$ cat src/bftm_pkg.sv
`default_nettype none

package bftm_pkg;

  localparam int FRAME_COUNT = 8;
  localparam int FRAME_W = $clog2(FRAME_COUNT);

  localparam int DIV_STEPS = 16;
  localparam int DIV_CNT_W = $clog2(DIV_STEPS);

  localparam logic [15:0] TEMPO_NUM = 16'd60000;
  localparam logic [31:0] GAP_MIN = 32'd100;
  localparam logic [31:0] GAP_MAX = 32'd4000;
  localparam logic [31:0] SILENCE_CLEAR = 32'd4000;
  localparam logic [15:0] SOLO_TIMEOUT_RST = 16'd1500;
  localparam logic [15:0] SOLO_INTERVAL_RST = 16'd600;

  localparam int CFG_IDX_W = 2;
  localparam int CFG_DATA_W = 16;

  typedef enum logic [CFG_IDX_W-1:0] {
    CFG_TEST_MODE     = 2'd0,
    CFG_PHASE_OFFSET  = 2'd1,
    CFG_SOLO_TIMEOUT  = 2'd2,
    CFG_SOLO_INTERVAL = 2'd3
  } cfg_reg_e;

  typedef enum logic {
    OP_ENTER  = 1'b0,
    OP_UPDATE = 1'b1
  } op_e;

  typedef enum logic [1:0] {
    S_IDLE,
    S_DIV,
    S_PUSH
  } ctrl_state_e;

  typedef struct packed {
    logic in_ready;
    logic accept;
    logic div_step;
    logic push;
  } ctrl_cmd_t;

  typedef struct packed {
    logic in_valid;
    logic need_div;
    logic out_free;
  } dp_status_t;

  function automatic logic [FRAME_W-1:0] frame_wrap(input logic [2:0] v);
    int r;
    r = int'(v);
    for (int i = 0; i < 8; i++) begin
      if (r >= FRAME_COUNT) begin
        r = r - FRAME_COUNT;
      end
    end
    return FRAME_W'(r);
  endfunction

endpackage

`default_nettype wire

$ cat src/bftm_if.sv
`default_nettype none

interface bftm_in_if;
  logic        valid;
  logic        ready;
  logic        operation;
  logic [31:0] now_ms;
  logic        sync_edge;

  modport source (output valid, output operation, output now_ms, output sync_edge,
                  input ready);
  modport sink (input valid, input operation, input now_ms, input sync_edge,
                output ready);
endinterface

interface bftm_out_if;
  logic        valid;
  logic        ready;
  logic        beat;
  logic        external_beat;
  logic        frame_valid;
  logic [2:0]  frame_index;
  logic        tempo_set;
  logic [9:0]  tempo_bpm;
  logic [31:0] pulse_total;

  modport source (output valid, output beat, output external_beat, output frame_valid,
                  output frame_index, output tempo_set, output tempo_bpm,
                  output pulse_total, input ready);
  modport sink (input valid, input beat, input external_beat, input frame_valid,
                input frame_index, input tempo_set, input tempo_bpm,
                input pulse_total, output ready);
endinterface

interface bftm_cfg_if;
  logic        valid;
  logic        ready;
  logic [1:0]  index;
  logic [15:0] data;

  modport source (output valid, output index, output data, input ready);
  modport sink (input valid, input index, input data, output ready);
endinterface

`default_nettype wire

$ cat src/bftm_ctrl.sv
`default_nettype none

module bftm_ctrl
  import bftm_pkg::*;
(
  input  wire logic       clk_i,
  input  wire logic       rst_ni,
  input  wire dp_status_t sts_i,
  output ctrl_cmd_t       cmd_o
);

  ctrl_state_e state_q, state_d;
  logic [DIV_CNT_W-1:0] cnt_q, cnt_d;
  logic cnt_last;

  assign cnt_last = (cnt_q == DIV_CNT_W'(DIV_STEPS - 1));

  always_ff @(posedge clk_i or negedge rst_ni) begin
    if (!rst_ni) begin
      state_q <= S_IDLE;
      cnt_q   <= '0;
    end else begin
      state_q <= state_d;
      cnt_q   <= cnt_d;
    end
  end

  // next state
  always_comb begin
    state_d = state_q;
    cnt_d   = cnt_q;
    case (state_q)
      S_IDLE: begin
        cnt_d = '0;
        if (sts_i.in_valid) begin
          state_d = sts_i.need_div ? S_DIV : S_PUSH;
        end
      end
      S_DIV: begin
        cnt_d = cnt_q + 1'b1;
        if (cnt_last) begin
          state_d = S_PUSH;
        end
      end
      S_PUSH: begin
        if (sts_i.out_free) begin
          state_d = S_IDLE;
        end
      end
      default: state_d = S_IDLE;
    endcase
  end

  // outputs
  always_comb begin
    cmd_o = '0;
    case (state_q)
      S_IDLE: begin
        cmd_o.in_ready = 1'b1;
        cmd_o.accept   = sts_i.in_valid;
      end
      S_DIV:   cmd_o.div_step = 1'b1;
      S_PUSH:  cmd_o.push = sts_i.out_free;
      default: cmd_o = '0;
    endcase
  end

  a_div_entry: assert property (@(posedge clk_i) disable iff (!rst_ni)
    cmd_o.accept && sts_i.need_div |=> state_q == S_DIV)
    else $error("tempo transaction did not start the divider");

  a_direct_push: assert property (@(posedge clk_i) disable iff (!rst_ni)
    cmd_o.accept && !sts_i.need_div |=> state_q == S_PUSH)
    else $error("plain transaction did not go to push");

  a_div_length: assert property (@(posedge clk_i) disable iff (!rst_ni)
    state_q == S_DIV && cnt_last |=> state_q == S_PUSH)
    else $error("divider did not finish after its steps");

  a_push_free: assert property (@(posedge clk_i) disable iff (!rst_ni)
    cmd_o.push |-> sts_i.out_free && state_q == S_PUSH)
    else $error("push into a full output register");

endmodule

`default_nettype wire

$ cat src/bftm_dp.sv
`default_nettype none

module bftm_dp
  import bftm_pkg::*;
(
  input  wire logic      clk_i,
  input  wire logic      rst_ni,
  bftm_in_if.sink        in_i,
  bftm_out_if.source     out_o,
  bftm_cfg_if.sink       cfg_i,
  input  wire ctrl_cmd_t cmd_i,
  output dp_status_t     sts_o
);

  // configuration
  logic        test_mode_q;
  logic [2:0]  phase_offset_q;
  logic [15:0] solo_timeout_q;
  logic [15:0] solo_interval_q;

  assign cfg_i.ready = 1'b1;

  always_ff @(posedge clk_i or negedge rst_ni) begin
    if (!rst_ni) begin
      test_mode_q     <= 1'b0;
      phase_offset_q  <= '0;
      solo_timeout_q  <= SOLO_TIMEOUT_RST;
      solo_interval_q <= SOLO_INTERVAL_RST;
    end else if (cfg_i.valid) begin
      case (cfg_reg_e'(cfg_i.index))
        CFG_TEST_MODE:     test_mode_q     <= cfg_i.data[0];
        CFG_PHASE_OFFSET:  phase_offset_q  <= cfg_i.data[2:0];
        CFG_SOLO_TIMEOUT:  solo_timeout_q  <= cfg_i.data;
        CFG_SOLO_INTERVAL: solo_interval_q <= cfg_i.data;
        default: ;
      endcase
    end
  end

  // tracking state
  logic [31:0]        last_beat_q, last_beat_d;
  logic [31:0]        last_ext_q, last_ext_d;
  logic [31:0]        pulse_q, pulse_d;
  logic [FRAME_W-1:0] frame_q, frame_d;

  logic p_beat_q, p_beat_d;
  logic p_ext_q, p_ext_d;
  logic p_fvalid_q, p_fvalid_d;
  logic p_tset_q, p_tset_d;
  logic p_div_q, p_div_d;

  logic [31:0] gap_beat, gap_ext;
  logic        is_enter, edge_seen, solo_beat, any_beat, gap_ok, silent;
  logic [FRAME_W-1:0] frame_inc;

  assign is_enter  = (op_e'(in_i.operation) == OP_ENTER);
  assign edge_seen = in_i.sync_edge;
  assign gap_beat  = in_i.now_ms - last_beat_q;
  assign gap_ext   = in_i.now_ms - last_ext_q;
  assign solo_beat = !test_mode_q && (gap_ext > {16'd0, solo_timeout_q})
                     && (gap_beat >= {16'd0, solo_interval_q});
  assign any_beat  = edge_seen || solo_beat;
  assign gap_ok    = (gap_beat >= GAP_MIN) && (gap_beat <= GAP_MAX);
  assign silent    = gap_beat > SILENCE_CLEAR;
  assign frame_inc = (frame_q == FRAME_W'(FRAME_COUNT - 1)) ? '0 : frame_q + 1'b1;

  assign sts_o.in_valid = in_i.valid;
  assign sts_o.need_div = !is_enter && test_mode_q && edge_seen && gap_ok;
  assign sts_o.out_free = !out_o.valid || out_o.ready;
  assign in_i.ready     = cmd_i.in_ready;

  always_comb begin
    last_beat_d = last_beat_q;
    last_ext_d  = last_ext_q;
    pulse_d     = pulse_q;
    frame_d     = frame_q;
    p_beat_d    = 1'b0;
    p_ext_d     = 1'b0;
    p_fvalid_d  = 1'b0;
    p_tset_d    = 1'b0;
    p_div_d     = 1'b0;
    if (is_enter) begin
      last_beat_d = in_i.now_ms;
      last_ext_d  = in_i.now_ms;
      pulse_d     = '0;
      if (test_mode_q) begin
        p_tset_d = 1'b1;
      end else begin
        frame_d    = frame_wrap(phase_offset_q);
        p_fvalid_d = 1'b1;
      end
    end else begin
      if (edge_seen) begin
        last_ext_d = in_i.now_ms;
        pulse_d    = pulse_q + 32'd1;
        p_ext_d    = 1'b1;
      end
      p_beat_d = any_beat;
      if (test_mode_q) begin
        if (edge_seen) begin
          p_tset_d    = gap_ok;
          p_div_d     = gap_ok;
          last_beat_d = in_i.now_ms;
        end else if (silent) begin
          p_tset_d = 1'b1;
        end
      end else if (any_beat) begin
        last_beat_d = in_i.now_ms;
        frame_d     = frame_inc;
        p_fvalid_d  = 1'b1;
      end
    end
  end

  always_ff @(posedge clk_i or negedge rst_ni) begin
    if (!rst_ni) begin
      last_beat_q <= '0;
      last_ext_q  <= '0;
      pulse_q     <= '0;
      frame_q     <= '0;
    end else if (cmd_i.accept) begin
      last_beat_q <= last_beat_d;
      last_ext_q  <= last_ext_d;
      pulse_q     <= pulse_d;
      frame_q     <= frame_d;
    end
  end

  always_ff @(posedge clk_i) begin
    if (cmd_i.accept) begin
      p_beat_q   <= p_beat_d;
      p_ext_q    <= p_ext_d;
      p_fvalid_q <= p_fvalid_d;
      p_tset_q   <= p_tset_d;
      p_div_q    <= p_div_d;
    end
  end

  // restoring divider for the tempo, one quotient bit per step
  logic [12:0] rem_q, rem_d;
  logic [15:0] quo_q, quo_d;
  logic [11:0] dvs_q;
  logic [12:0] rem_sh;
  logic [13:0] trial;

  assign rem_sh = {rem_q[11:0], quo_q[15]};
  assign trial  = {1'b0, rem_sh} - {2'b00, dvs_q};

  always_comb begin
    if (trial[13]) begin
      rem_d = rem_sh;
      quo_d = {quo_q[14:0], 1'b0};
    end else begin
      rem_d = trial[12:0];
      quo_d = {quo_q[14:0], 1'b1};
    end
  end

  always_ff @(posedge clk_i) begin
    if (cmd_i.accept) begin
      rem_q <= '0;
      quo_q <= TEMPO_NUM;
      dvs_q <= gap_beat[11:0];
    end else if (cmd_i.div_step) begin
      rem_q <= rem_d;
      quo_q <= quo_d;
    end
  end

  // output register
  logic               out_valid_q;
  logic               o_beat_q, o_ext_q, o_fvalid_q, o_tset_q;
  logic [2:0]         o_frame_q;
  logic [9:0]         o_bpm_q;
  logic [31:0]        o_pulse_q;
  logic [FRAME_W+2:0] frame_ext;

  assign frame_ext = {3'b000, frame_q};

  always_ff @(posedge clk_i or negedge rst_ni) begin
    if (!rst_ni) begin
      out_valid_q <= 1'b0;
    end else if (cmd_i.push) begin
      out_valid_q <= 1'b1;
    end else if (out_o.ready) begin
      out_valid_q <= 1'b0;
    end
  end

  always_ff @(posedge clk_i) begin
    if (cmd_i.push) begin
      o_beat_q   <= p_beat_q;
      o_ext_q    <= p_ext_q;
      o_fvalid_q <= p_fvalid_q;
      o_tset_q   <= p_tset_q;
      o_frame_q  <= frame_ext[2:0];
      o_bpm_q    <= p_div_q ? quo_q[9:0] : 10'd0;
      o_pulse_q  <= pulse_q;
    end
  end

  assign out_o.valid         = out_valid_q;
  assign out_o.beat          = o_beat_q;
  assign out_o.external_beat = o_ext_q;
  assign out_o.frame_valid   = o_fvalid_q;
  assign out_o.frame_index   = o_frame_q;
  assign out_o.tempo_set     = o_tset_q;
  assign out_o.tempo_bpm     = o_bpm_q;
  assign out_o.pulse_total   = o_pulse_q;

endmodule

`default_nettype wire

$ cat src/beat_follower_with_tempo_meter_top.sv
// a transaction is accepted when idle, runs the divider when a tempo is measured,
// and is pushed into the output register once it is free; only then is a new one taken
// the tempo comes from a 16-step restoring divider, one quotient bit a cycle
// the next transaction is taken while the previous result waits in the output register
// reset: asynchronous active low, clears times, pulse count, frame and the handshake state
// configuration returns to dance mode, offset 0, timeout 1500 ms, interval 600 ms
`default_nettype none

module beat_follower_with_tempo_meter_top
  import bftm_pkg::*;
(
  input  wire logic  clk_i,
  input  wire logic  rst_ni,
  bftm_in_if.sink    in_i,
  bftm_out_if.source out_o,
  bftm_cfg_if.sink   cfg_i
);

  ctrl_cmd_t  cmd;
  dp_status_t sts;

  bftm_ctrl u_ctrl (
    .clk_i  (clk_i),
    .rst_ni (rst_ni),
    .sts_i  (sts),
    .cmd_o  (cmd)
  );

  bftm_dp u_dp (
    .clk_i  (clk_i),
    .rst_ni (rst_ni),
    .in_i   (in_i),
    .out_o  (out_o),
    .cfg_i  (cfg_i),
    .cmd_i  (cmd),
    .sts_o  (sts)
  );

endmodule

`default_nettype wire
$ cat src/flat_wrapper.sv
// flat-port wrapper written by rule: the top's interface ports become plain ports
module beat_follower_with_tempo_meter_top_flat import bftm_pkg::*;
  (clk_i, rst_ni, in_i_valid, in_i_operation, in_i_now_ms, in_i_sync_edge, in_i_ready, out_o_valid, out_o_beat, out_o_external_beat, out_o_frame_valid, out_o_frame_index, out_o_tempo_set, out_o_tempo_bpm, out_o_pulse_total, out_o_ready, cfg_i_valid, cfg_i_index, cfg_i_data, cfg_i_ready);
  bftm_in_if in_i_i ();
  bftm_out_if out_o_i ();
  bftm_cfg_if cfg_i_i ();
  input  wire logic clk_i;
  input  wire logic rst_ni;
  input wire logic [$bits(in_i_i.valid)-1:0] in_i_valid;
  input wire logic [$bits(in_i_i.operation)-1:0] in_i_operation;
  input wire logic [$bits(in_i_i.now_ms)-1:0] in_i_now_ms;
  input wire logic [$bits(in_i_i.sync_edge)-1:0] in_i_sync_edge;
  output wire logic [$bits(in_i_i.ready)-1:0] in_i_ready;
  output wire logic [$bits(out_o_i.valid)-1:0] out_o_valid;
  output wire logic [$bits(out_o_i.beat)-1:0] out_o_beat;
  output wire logic [$bits(out_o_i.external_beat)-1:0] out_o_external_beat;
  output wire logic [$bits(out_o_i.frame_valid)-1:0] out_o_frame_valid;
  output wire logic [$bits(out_o_i.frame_index)-1:0] out_o_frame_index;
  output wire logic [$bits(out_o_i.tempo_set)-1:0] out_o_tempo_set;
  output wire logic [$bits(out_o_i.tempo_bpm)-1:0] out_o_tempo_bpm;
  output wire logic [$bits(out_o_i.pulse_total)-1:0] out_o_pulse_total;
  input wire logic [$bits(out_o_i.ready)-1:0] out_o_ready;
  input wire logic [$bits(cfg_i_i.valid)-1:0] cfg_i_valid;
  input wire logic [$bits(cfg_i_i.index)-1:0] cfg_i_index;
  input wire logic [$bits(cfg_i_i.data)-1:0] cfg_i_data;
  output wire logic [$bits(cfg_i_i.ready)-1:0] cfg_i_ready;
  assign in_i_i.valid = in_i_valid;
  assign in_i_i.operation = in_i_operation;
  assign in_i_i.now_ms = in_i_now_ms;
  assign in_i_i.sync_edge = in_i_sync_edge;
  assign in_i_ready = in_i_i.ready;
  assign out_o_valid = out_o_i.valid;
  assign out_o_beat = out_o_i.beat;
  assign out_o_external_beat = out_o_i.external_beat;
  assign out_o_frame_valid = out_o_i.frame_valid;
  assign out_o_frame_index = out_o_i.frame_index;
  assign out_o_tempo_set = out_o_i.tempo_set;
  assign out_o_tempo_bpm = out_o_i.tempo_bpm;
  assign out_o_pulse_total = out_o_i.pulse_total;
  assign out_o_i.ready = out_o_ready;
  assign cfg_i_i.valid = cfg_i_valid;
  assign cfg_i_i.index = cfg_i_index;
  assign cfg_i_i.data = cfg_i_data;
  assign cfg_i_ready = cfg_i_i.ready;
  beat_follower_with_tempo_meter_top u_core (.clk_i(clk_i), .rst_ni(rst_ni), .in_i(in_i_i), .out_o(out_o_i), .cfg_i(cfg_i_i));
endmodule
$ cat config.mk
export PLATFORM = sky130hd
export DESIGN_NAME = beat_follower_with_tempo_meter_top_flat
export DESIGN_NICKNAME = d
export VERILOG_FILES = /design/src/bftm_pkg.sv /design/src/bftm_if.sv /design/src/bftm_ctrl.sv /design/src/bftm_dp.sv /design/src/beat_follower_with_tempo_meter_top.sv /design/src/flat_wrapper.sv
export SDC_FILE = /design/constraint.sdc
export NUM_CORES = 1
export LEC_CHECK = 0
export ABC_AREA = 1
export BUFFER_PORTS_ARGS = -buffer_cell sky130_fd_sc_hd__buf_2
export CAP_MARGIN = 20
export CORE_UTILIZATION = 50
export DETAILED_ROUTE_END_ITERATION = 7
export PLACE_DENSITY = 0.67
export SLEW_MARGIN = 10
export SYNTH_ARGS = -nofsm -noshare
export SYNTH_HDL_FRONTEND = slang
export SYNTH_SLANG_ARGS = --single-unit
$ cat constraint.sdc
create_clock -name clk_i -period 4.48 [get_ports clk_i]
set_input_delay 0.672 -clock clk_i [delete_from_list [all_inputs] [get_ports clk_i]]
set_output_delay 0.672 -clock clk_i [all_outputs]
set_load 0.01 [all_outputs]
==> results by group <==
Power
  – Sequential share of power: 28.2%
  – Worst vdd ir: 0.4057 mV
  – Internal power: 6.483 mW
  – Sw Share: 45.38%
  – Clock power share: 17.6%
  – Switch Pwr: 5.386 mW
  – Power, Total: 11.87 mW
  – Pwr per Cell Area: between 600 and 700 nW/um^2
  – Gate power share: 54.2%
  – Leak pwr: 9.656 nW

Worst setup path
  – CP Depth: 24
  – Critical path type: flip-flop to flip-flop
  – Arr. time, crit path: 4.44 ns
  – Critical path startpoint category: flip-flop
  – Crit end category: flip-flop
  – R2R cell count: 24
  – Worst-path maximum fanout: 32
  – Delay of the slowest critical-path stage: 0.42 ns
  – Buffers & Inverters on Critical Path: 2
  – CP max-delay cell: fa_1
  – CP required: a little under 5 ns
  – Critical path's top delay family: simple AND/OR/NAND/NOR gates
  – Crit-path cells: ha_1 -> fa_1 -> inv_1 -> nand3_1 -> nand3_1 -> nand3_1 -> nand3_1 -> xor2_1 -> ha_1 -> nand3_1 -> nor3_1 -> nand2_1 -> nand2_1 -> nand2_1 -> nand2_1 -> nor2_1 -> nand2_1 -> nor2_1 -> a21oi_1 -> nand2_2 -> nand2_4 -> buf_4 -> nand3_1 -> nand2_1

Final layout
  – Nets@finish: 2528
  – Area Growth Syn to Fin: 11.44%
  – Number of diodes: 0
  – Finished Cell Area: 17480 um^2
  – Final core utilization: 56.85%
  – Layout cell share with drive strength beyond 1: 8.533%

GRT
  – Vias in the first global route: 13320
  – Largest net degree at the start of global routing: 79
  – Initial antenna violation count: 0
  – Total GRT Usage: approximately a quarter
  – First-pass GRT wire length: 63.77 mm
  – GRT Residual Overflow: 0

STA
  – Post-Route Skew: 0.01035 ns
  – Hold WS: 0.1807 ns
  – Tcrit/Tclk final: 88.58%
  – Tmin final: 3.968 ns
  – Post-Route Setup TNS: 0 ns
  – Worst slew margin: 33.33%
  – Final Hold Viols: 0
  – Final setup viols: 0
  – Worst-margin pin slew: around 1.0 ns
  – RSZ-0062 raised after global routing: false
  – Final Max Slew Viols: 0
  – FMAX: 0.2520 GHz

Clock network
  – # Post-CTS Setup Buffers: 0
  – Clk pin slew, worst setup/hold paths: 0.06 ns
  – Post_cts resized: 0
  – Clock root buffer: clkbuf_16
  – Cts bufs inserted: 27
  – Clk buf depth: 3
  – Clock sinks: between 200 and 250
  – CTS tree: yes
  – Clock Latency Late Sink: between 0.5 and 0.6 ns
  – H-Tree Depth: 1
  – Hold_buf cts: 0

Route
  – Drt pass-1 iters: 8
  – Final antenna-violating net count: 0
  – WL/cell: between 10 and 15 um
  – Remaining routing DRC violations: 26
  – 1st-iter DRT viols: 912
  – Vias: 13940
  – Total wire length: 39.05 mm
  – Vias per cell: 5.022

Die
  – DIE AREA: 32090 um^2
  – Core area: 30750 um^2
  – I/O pin total: 109
  – Initial core utilization: 51.02%
  – Num rows: 64
  – DIE WIDTH: between 150 and 200 um
  – DIE HEIGHT: around 180 um

Logic synthesis
  – Unique masters post-synth: 51
  – EDFF count, synth: 66
  – Flops & latches, synth: 236
  – Register area share after synthesis: 38.95%
  – Synthesized netlist cell count: around 2300
  – Synth async-reset ratio: roughly 60%
  – Synth Flop Type: dfrtp_1
  – Syn avg cell area: around 7.0 um^2
  – Post-Syn Area: 15690 um^2
  – Post-Syn Nets: between 2000 and 2500
  – Synth Warn #: 0

Place
  – # port buffers: 107
  – Placer Congestion: around 0.94
  – Placed cell area: 16620 um^2
  – Hpwl dp: 30.63 mm

Run status
  – Status: finished, violations left
  – Failing checks: design-rule violations

Hold path
  – HP Class: primary input to async pin

Run
  – Maxcap violations: 0
[metrics by stage]
stage               setup WS, ns  cells
floorplan                  1.019   2251
global placement         0.08697   2724
detailed placement       0.03837   2724
CTS                       0.5110   2774
global route              0.1252   2775
finish                    0.5117   2775
[path summary, 6_finish.rpt]
path | slack [ns] | from | to
worst max-delay path | 0.51 | u_core.u_dp.last_ext_q[0] | u_core.u_dp.last_beat_q[26]
worst min-delay path | 0.18 | rst_ni | u_core.u_dp.out_o.valid
worst max register to register | 0.51 | u_core.u_dp.last_ext_q[0] | u_core.u_dp.last_beat_q[26]
worst min register to register | 0.42 | u_core.u_dp.p_ext_q | u_core.u_dp.out_o.external_beat
max in group asynchronous | 3.35 | rst_ni | u_core.u_dp.last_beat_q[14]
min in group clk_i | 0.37 | cfg_i_data[3] | u_core.u_dp.solo_interval_q[3]
[sequential cells by signal, summed over array words and instances (netlist names), 4 cells and up]
signal,count
u_core.u_dp.dvs_q,12
u_core.u_dp.rem_q,12
u_core.u_dp.out_o.tempo_bpm,10
u_core.u_ctrl.cnt_q,4
u_core.u_dp.quo_q,16
u_core.u_dp.out_o.pulse_total,32
u_core.u_dp.last_beat_q,32
u_core.u_dp.solo_interval_q,16
u_core.u_dp.solo_timeout_q,16
u_core.u_dp.last_ext_q,32
u_core.u_dp.pulse_q,32
[layer usage]
| metal | part of all wire (%) | track usage (%) | routed length [um] |
|---|---|---|---|
| met5 | 0 | 0 | 0 |
| met4 | 3.5 | 8.789 | 1363 |
| met3 | 3.8 | 2.099 | 1479 |
| met2 | 47 | 43.05 | 18330 |
| met1 | 46 | 32.59 | 17870 |
[layout by cell type (no fill, tap or decap), types with 6 or more instances in the layout]
master     instances
inv_2              8
clkbuf_16         27
o21bai_1           6
o21ai_0          111
nand3b_1           7
xor2_1            27
nand4_1           20
a21oi_1           92
nand2_1          755
ha_1             110
nor2_2             7
edfxtp_1          66
xnor2_1           10
a31oi_1            6
nor2_1           153
dfrtp_1          131
nor3_1            20
clkbuf_1           6
inv_1            466
nand3_1          117
dfstp_2           11
o211ai_1           9
dfxtp_1           28
buf_4              7
buf_2            106
[synthesized netlist by cell type (all sizes together) (27+ instances only)]
| library cell | n | area share, % |
|---|---|---|
| nand2 | 763 | 19 |
| inv | 473 | 11 |
| nor2 | 165 | 4.2 |
| dfrtp | 131 | 21 |
| nand3 | 119 | 3.9 |
| o21ai | 114 | 3.6 |
| ha | 110 | 8.8 |
| a21oi | 92 | 2.9 |
| edfxtp | 66 | 13 |
| clkbuf | 29 | 0.69 |
| dfxtp | 28 | 3.6 |
| xor2 | 27 | 1.5 |
[power by group through the flow]
| stage | Combinational (mW) | Clock (mW) | Sequential [mW] |
|---|---|---|---|
| 2_1_floorplan | 4.72 | 0 | 3.39 |
| 3_3_place_gp | 6.22 | 0 | 3.37 |
| 3_5_place_dp | 6.37 | 0 | 3.39 |
| 4_1_cts | 6.42 | 2.13 | 3.35 |
| 5_1_grt | 7.43 | 2.21 | 3.43 |
| 6_report | 6.43 | 2.09 | 3.35 |
[logic make-up (layout without fill, tap and decap cells)]
| logic type | after synthesis | in the layout | share of synthesized area, % |
|---|---|---|---|
| buffers and inverters | 514 | 642 | 12.50 |
| xor gates and xnor gates | 37 | 37 | 2.066 |
| AOI/OAI and AO/OA | 244 | 244 | 8.398 |
| DFF | 236 | 236 | 38.95 |
| adders and majority gates | 113 | 113 | 9.156 |
| other | 1 | 1 | 0.02390 |
| and+or+nand+nor | 1106 | 1106 | 28.91 |
[area by class of cell]
class / instances / area (um^2)
timing repair buffer: 115 / 614.3
inverter: 477 / 1790
clock buffer: 35 / 725.7
clock inverter: 15 / 118.9
multi-input combinational: 1501 / 7627
sequential: 236 / 6110
tap: 396 / 495.5
fill: 3040 / 13270
Note: power is estimated with default switching activity, not from simulation.
